$ cat src/hw/rtl/c2s_pkg.sv
// ------------------------------------------------------------------
// c2s_pkg
// Types, constants and helpers of the Cartesian to spherical converter.
// ------------------------------------------------------------------
package c2s_pkg;

	localparam int A_W     = 58;
	localparam int ANG_W   = 34;
	localparam int GUARD   = 20;
	localparam int TAB_LEN = 40;

	localparam logic [31:0] GAIN_Q30 = 32'd1768195363;
	localparam logic signed [ANG_W-1:0] HALF_PI_ANG = 34'sd1073741824;
	localparam logic signed [ANG_W-1:0] PI_ANG      = 34'sd2147483648;

	// round(atan(2^-i) * 2^31 / pi)
	localparam logic [31:0] ATAN_TABLE [TAB_LEN] = '{
		32'h20000000, 32'h12E4051E, 32'h09FB385B, 32'h051111D4, 32'h028B0D43,
		32'h0145D7E1, 32'h00A2F61E, 32'h00517C55, 32'h0028BE53, 32'h00145F2F,
		32'h000A2F98, 32'h000517CC, 32'h00028BE6, 32'h000145F3, 32'h0000A2FA,
		32'h0000517D, 32'h000028BE, 32'h0000145F, 32'h00000A30, 32'h00000518,
		32'h0000028C, 32'h00000146, 32'h000000A3, 32'h00000051, 32'h00000029,
		32'h00000014, 32'h0000000A, 32'h00000005, 32'h00000003, 32'h00000001,
		32'h00000001, 32'h00000000, 32'h00000000, 32'h00000000, 32'h00000000,
		32'h00000000, 32'h00000000, 32'h00000000, 32'h00000000, 32'h00000000
	};

	typedef struct packed {
		logic signed [31:0] vec_x;
		logic signed [31:0] vec_y;
		logic signed [31:0] vec_z;
	} c2s_in_t;

	typedef struct packed {
		logic signed [32:0] longitude;
		logic signed [31:0] latitude;
		logic        [31:0] radius;
		logic               zero_vector;
	} c2s_out_t;

	typedef struct packed {
		logic x_pos;
		logic x_small;
		logic y_pos;
		logic y_neg;
		logic z_pos;
		logic z_neg;
		logic xy_zero;
		logic zero;
	} c2s_flags_t;

	typedef struct packed {
		logic signed [A_W-1:0]   a;
		logic signed [A_W-1:0]   b;
		logic signed [ANG_W-1:0] ang;
		logic signed [A_W-1:0]   zb;
		logic signed [32:0]      lon;
		logic        [63:0]      sq_rem;
		logic        [31:0]      sq_root;
		c2s_flags_t              flags;
	} c2s_data_t;

	function automatic logic signed [ANG_W-1:0] clamp_ang(
		input logic signed [ANG_W-1:0] ang,
		input logic                    pos
	);
		logic signed [ANG_W-1:0] r;
		r = ang;
		if (pos) begin
			if (ang < 0) r = '0;
			else if (ang > HALF_PI_ANG) r = HALF_PI_ANG;
		end else begin
			if (ang > 0) r = '0;
			else if (ang < -HALF_PI_ANG) r = -HALF_PI_ANG;
		end
		return r;
	endfunction

endpackage

$ cat src/hw/rtl/c2s_joint.sv
// ------------------------------------------------------------------
// c2s_joint
// Between the two rotation chains: longitude from the first angle and
// loading of the scaled z for the latitude rotation.
// ------------------------------------------------------------------
module c2s_joint import c2s_pkg::*; (
	input  logic      clk,
	input  logic      arst_n,
	input  logic      adv,
	input  logic      up_valid,
	input  c2s_data_t up_data,
	output logic      dn_valid,
	output c2s_data_t dn_data
);

	logic signed [ANG_W-1:0] a1;
	logic signed [ANG_W-1:0] lon;
	c2s_flags_t f;
	c2s_data_t  nxt;

	assign f  = up_data.flags;
	assign a1 = clamp_ang(up_data.ang, f.y_pos);

	always_comb begin
		if (f.x_small) begin
			lon = f.y_neg ? -HALF_PI_ANG : HALF_PI_ANG;
		end else if (!f.y_pos && !f.y_neg) begin
			lon = f.x_pos ? '0 : PI_ANG;
		end else if (f.x_pos) begin
			lon = a1;
		end else if (f.y_pos) begin
			lon = PI_ANG - a1;
		end else begin
			lon = -PI_ANG - a1;
		end
	end

	always_comb begin
		nxt     = up_data;
		nxt.b   = up_data.zb;
		nxt.ang = '0;
		nxt.lon = lon[32:0];
	end

	always_ff @(posedge clk or negedge arst_n) begin
		if (!arst_n) begin
			dn_valid <= 1'b0;
		end else if (adv) begin
			dn_valid <= up_valid;
		end
	end

	always_ff @(posedge clk) begin
		if (adv) begin
			dn_data <= nxt;
		end
	end

endmodule

$ cat config.mk
export PLATFORM = sky130hd
export DESIGN_NAME = c2s_joint
export DESIGN_NICKNAME = d
export VERILOG_FILES = /design/src/hw/rtl/c2s_pkg.sv /design/src/hw/rtl/c2s_joint.sv
export SDC_FILE = /design/constraint.sdc
export NUM_CORES = 1
export LEC_CHECK = 0
export BUFFER_PORTS_ARGS = -buffer_cell sky130_fd_sc_hd__buf_2
export CAP_MARGIN = 25
export CORE_AREA = 2 2 273 275
export CTS_CLUSTER_SIZE = 10
export DETAILED_ROUTE_END_ITERATION = 7
export DIE_AREA = 0 0 275 277
export GPL_TIMING_DRIVEN = 0
export PLACE_DENSITY_LB_ADDON = 0.3
export SYNTH_ARGS = -nofsm -noshare
export SYNTH_HDL_FRONTEND = slang
export SYNTH_SLANG_ARGS = --single-unit
$ cat constraint.sdc
create_clock -name clk -period 1.12 [get_ports clk]
set_input_delay 0.056 -clock clk [delete_from_list [all_inputs] [get_ports clk]]
set_output_delay 0.056 -clock clk [all_outputs]
set_load 0.02 [all_outputs]
==> impl_metrics.json <==
{
  "status": "finished, violations left",
  "violations": "setup timing",
  "drtIter0Drc": 348,
  "syn_inst": 544,
  "num_rows": 100,
  "grt-ovfl-total": 0,
  "finalPower_mw": 28.3,
  "ir_drop_v": 0.000961,
  "max-cap-violations": 0,
  "core_area_sq_mm": 0.0736,
  "start_util_pct": 12.9,
  "min_period_ns": 2.32,
  "antenna_left": 0,
  "first_global_vias": 8581,
  "io_pins": 695,
  "fin_crit_sh_pct": 207,
  "fillers": 7426,
  "yosysMostFrequentCell": "edfxtp_1",
  "final_area_sq_mm": 0.0204,
  "fin_hold_ws_ns": 0.00808,
  "cts_tree": "yes",
  "fp.dieArea_sq_mm": 0.0762,
  "fin_setup_tns_ns": -35.46,
  "numClockSinks": 254,
  "crit_path_max_fanout": 5,
  "clockBufferDepth": 3,
  "instances_no_fill": 2474,
  "die_x_um": 275,
  "synth_common_cells": "edfxtp_1 (253), buf_4 (92), nor2_1 (45), a21oi_1 (16), xnor2_1 (16)",
  "fin_nets": 1831,
  "internal-power_mw": 20.7,
  "drive_gt1_share_pct": 56.1,
  "cts_root_buf": "clkbuf_16",
  "wirelength_um": 44600,
  "setup_viol": 250,
  "finish.utilization_pct": 27.7,
  "numCtsBuffers": 36,
  "final-seq-area_sq_mm": 0.00762,
  "yosysSeqAreaShare_pct": 80.4,
  "ys_seq_elements": 254,
  "r2r_slack_ns": 0.34,
  "clk_pin_slew_ns": 0.05,
  "reg2reg_depth": 1,
  "io_buffer_count": 569,
  "clockPowerShare_pct": 38.1,
  "slew_violations": 0,
  "ys_types": 53,
  "synth.avg_cell_area_sq_um": 17.4,
  "hold_viol": 0,
  "criticalPathCategory": "in -> reg",
  "worstPathArrival_ns": 2.69,
  "pre_cts_slack_ns": -2.44,
  "ys_warn_count": 0,
  "clk_latency_ns": 0.53,
  "cellLeakagePower_nw": 8.33,
  "placed_area_sq_mm": 0.0138,
  "swShare_pct": 26.7,
  "drc": 0,
  "p_sw_mw": 7.54,
  "synth_area_leaders": "edfxtp_1 (80%), buf_4 (7.3%), nor2_1 (1.8%)",
  "start_kind": "input pin",
  "grt_max_degree": 104,
  "worstReg2RegStart": "dn_valid",
  "rr_endpoint": "dn_valid",
  "via_count": 8243,
  "fmax_mhz": 431,
  "antenna_found_initial": 11,
  "synth.cell_area_sq_mm": 0.00948,
  "multi_input_area_sq_mm": 0.00174,
  "syn_to_final_growth_pct": 115,
  "grt_pass1_wl_um": 59500,
  "grt.total_usage_pct": 10.9,
  "synth_flop_cell": "edfxtp_1",
  "pwr-share-comb_pct": 20.4,
  "synth_edf_count": 253,
  "hp-class": "in -> reg",
  "routedWlPerCell_um": 18.0,
  "hpwl_um": 33400,
  "critPathLaunch": "up_data[204]",
  "finalWorstSetupSlack_ns": -1.20,
  "die_y_um": 277,
  "yosysTopAreaCellShare_pct": 80.2,
  "vias_per_cell": 3.33,
  "pwr-share-seq_pct": 41.5,
  "crit_required_ns": 1.50,
  "first_pass_iters": 6,
  "cp-endpoint": "dn_data[124]",
  "yosys.area.top_type": "edfxtp_1",
  "ys_async_sr_fraction_pct": 0.394,
  "rsz0062_at_grt": "true",
  "endpoint_kind": "flop",
  "skew_ns": 0,
  "place_congestion": 0.869,
  "power_density_mw_per_mm2": 1390,
  "slew_headroom_pct": 47.8,
  "worst_pin_slew_ns": 0.780,
  "h-tree-depth": 2,
  "placedCellCount": 2117
}
[layout by cell type (no fill, tap or decap), types with 4 or more instances in the layout]
cell type	netlist	final
buf_6	1	352
xnor2_1	16	15
a21oi_2	0	6
nor3_4	0	5
buf_2	1	262
a31oi_1	7	5
xor2_1	4	4
nor2_4	0	7
nand2_1	9	5
nor2_1	45	26
nand2b_1	4	4
buf_8	0	11
clkbuf_16	0	37
nor3_1	15	7
conb_1	1	34
dlygate4sd3_1	0	249
a21oi_1	16	8
nor3_2	1	4
buf_4	92	84
clkbuf_1	5	10
nor4_4	0	4
edfxtp_1	253	253
nor2_2	0	12
inv_1	7	5
clkinv_2	0	4
[critical path, cell delays in order]
cell     delay [ns]
buf_8          0.10
or4_4          0.56
nor4_4         0.17
and4_4         0.26
or2_4          0.12
buf_8          0.11
nand2_4        0.05
ha_4           0.16
nor4b_4        0.13
nand4_1        0.11
buf_6          0.15
nor3_4         0.05
buf_6          0.14
or3_4          0.33
a21oi_4        0.18
[routing by layer]
layer	share of wire, %	vias to the layer above	track usage (%)
met5	0.14	-	0
met4	2.3	10	2.90
met3	13	70	5.92
met2	49	431	18.7
met1	35	3917	11.4
li1	-	3815	-
[state kept, by name, summed over array words and instances, names as in the netlist]
name	count
dn_data	253
dn_valid	1
[power by group through the flow]
stage          combinational, mW  sequential, mW  clock (mW)
6_report                    5.77            11.7        10.8
3_5_place_dp                3.74            11.7           0
3_3_place_gp                3.71            11.8           0
5_1_grt                     6.10            11.8        11.7
4_1_cts                     5.38            11.7        11.4
2_1_floorplan              0.879            12.7           0
[cell type report]
class	instances	share of cell area, %
timing repair buffer	867	38.2
sequential	254	37.4
multi-input combinational	216	8.52
tap	969	5.95
clock buffer	45	4.59
buffer	99	4.43
clock inverter	15	0.780
inverter	7	0.141
antenna	2	0.0246
[timing repair]
action                                 in CTS  in global routing
buffers inserted                           26                 20
endpoints found under the hold margin     270                  0
resized for setup                         535                245
hold buffers                              249                  0
cloned                                      1                  0
pin swaps                                  33                 33
setup endpoints to repair                 344                344
[cell families (layout without fill, tap and decap cells)]
logic type               after synthesis  in the layout  share of synthesized area (%)
XOR/XNOR                              20             20                           1.85
multiplexers                           1              1                          0.119
flip-flops                           254            254                           80.4
other                                  1             36                         0.0396
adder cells (fa/ha/maj)                1              1                          0.132
AO/OA/AOI/OAI                         56             56                           3.97
AND/OR/NAND/NOR                      104            104                           5.49
buffers and inverters                107           1033                           7.97
[worst min path at each step]
| stage | slack (ns) | end | from | cells past startpoint |
|---|---|---|---|---|
| CTS | -0.003 | dn_data[78] | adv | 1 |
| finish | 0.008 | dn_data[164] | adv | 1 |
| global route | 0.01 | dn_data[185] | adv | 1 |
| detailed placement | -0.16 | dn_valid | arst_n | 1 |
| floorplan | -0.24 | dn_valid | arst_n | 0 |
| global placement | -0.17 | dn_valid | arst_n | 1 |
Power figures use the tool's default switching activity.
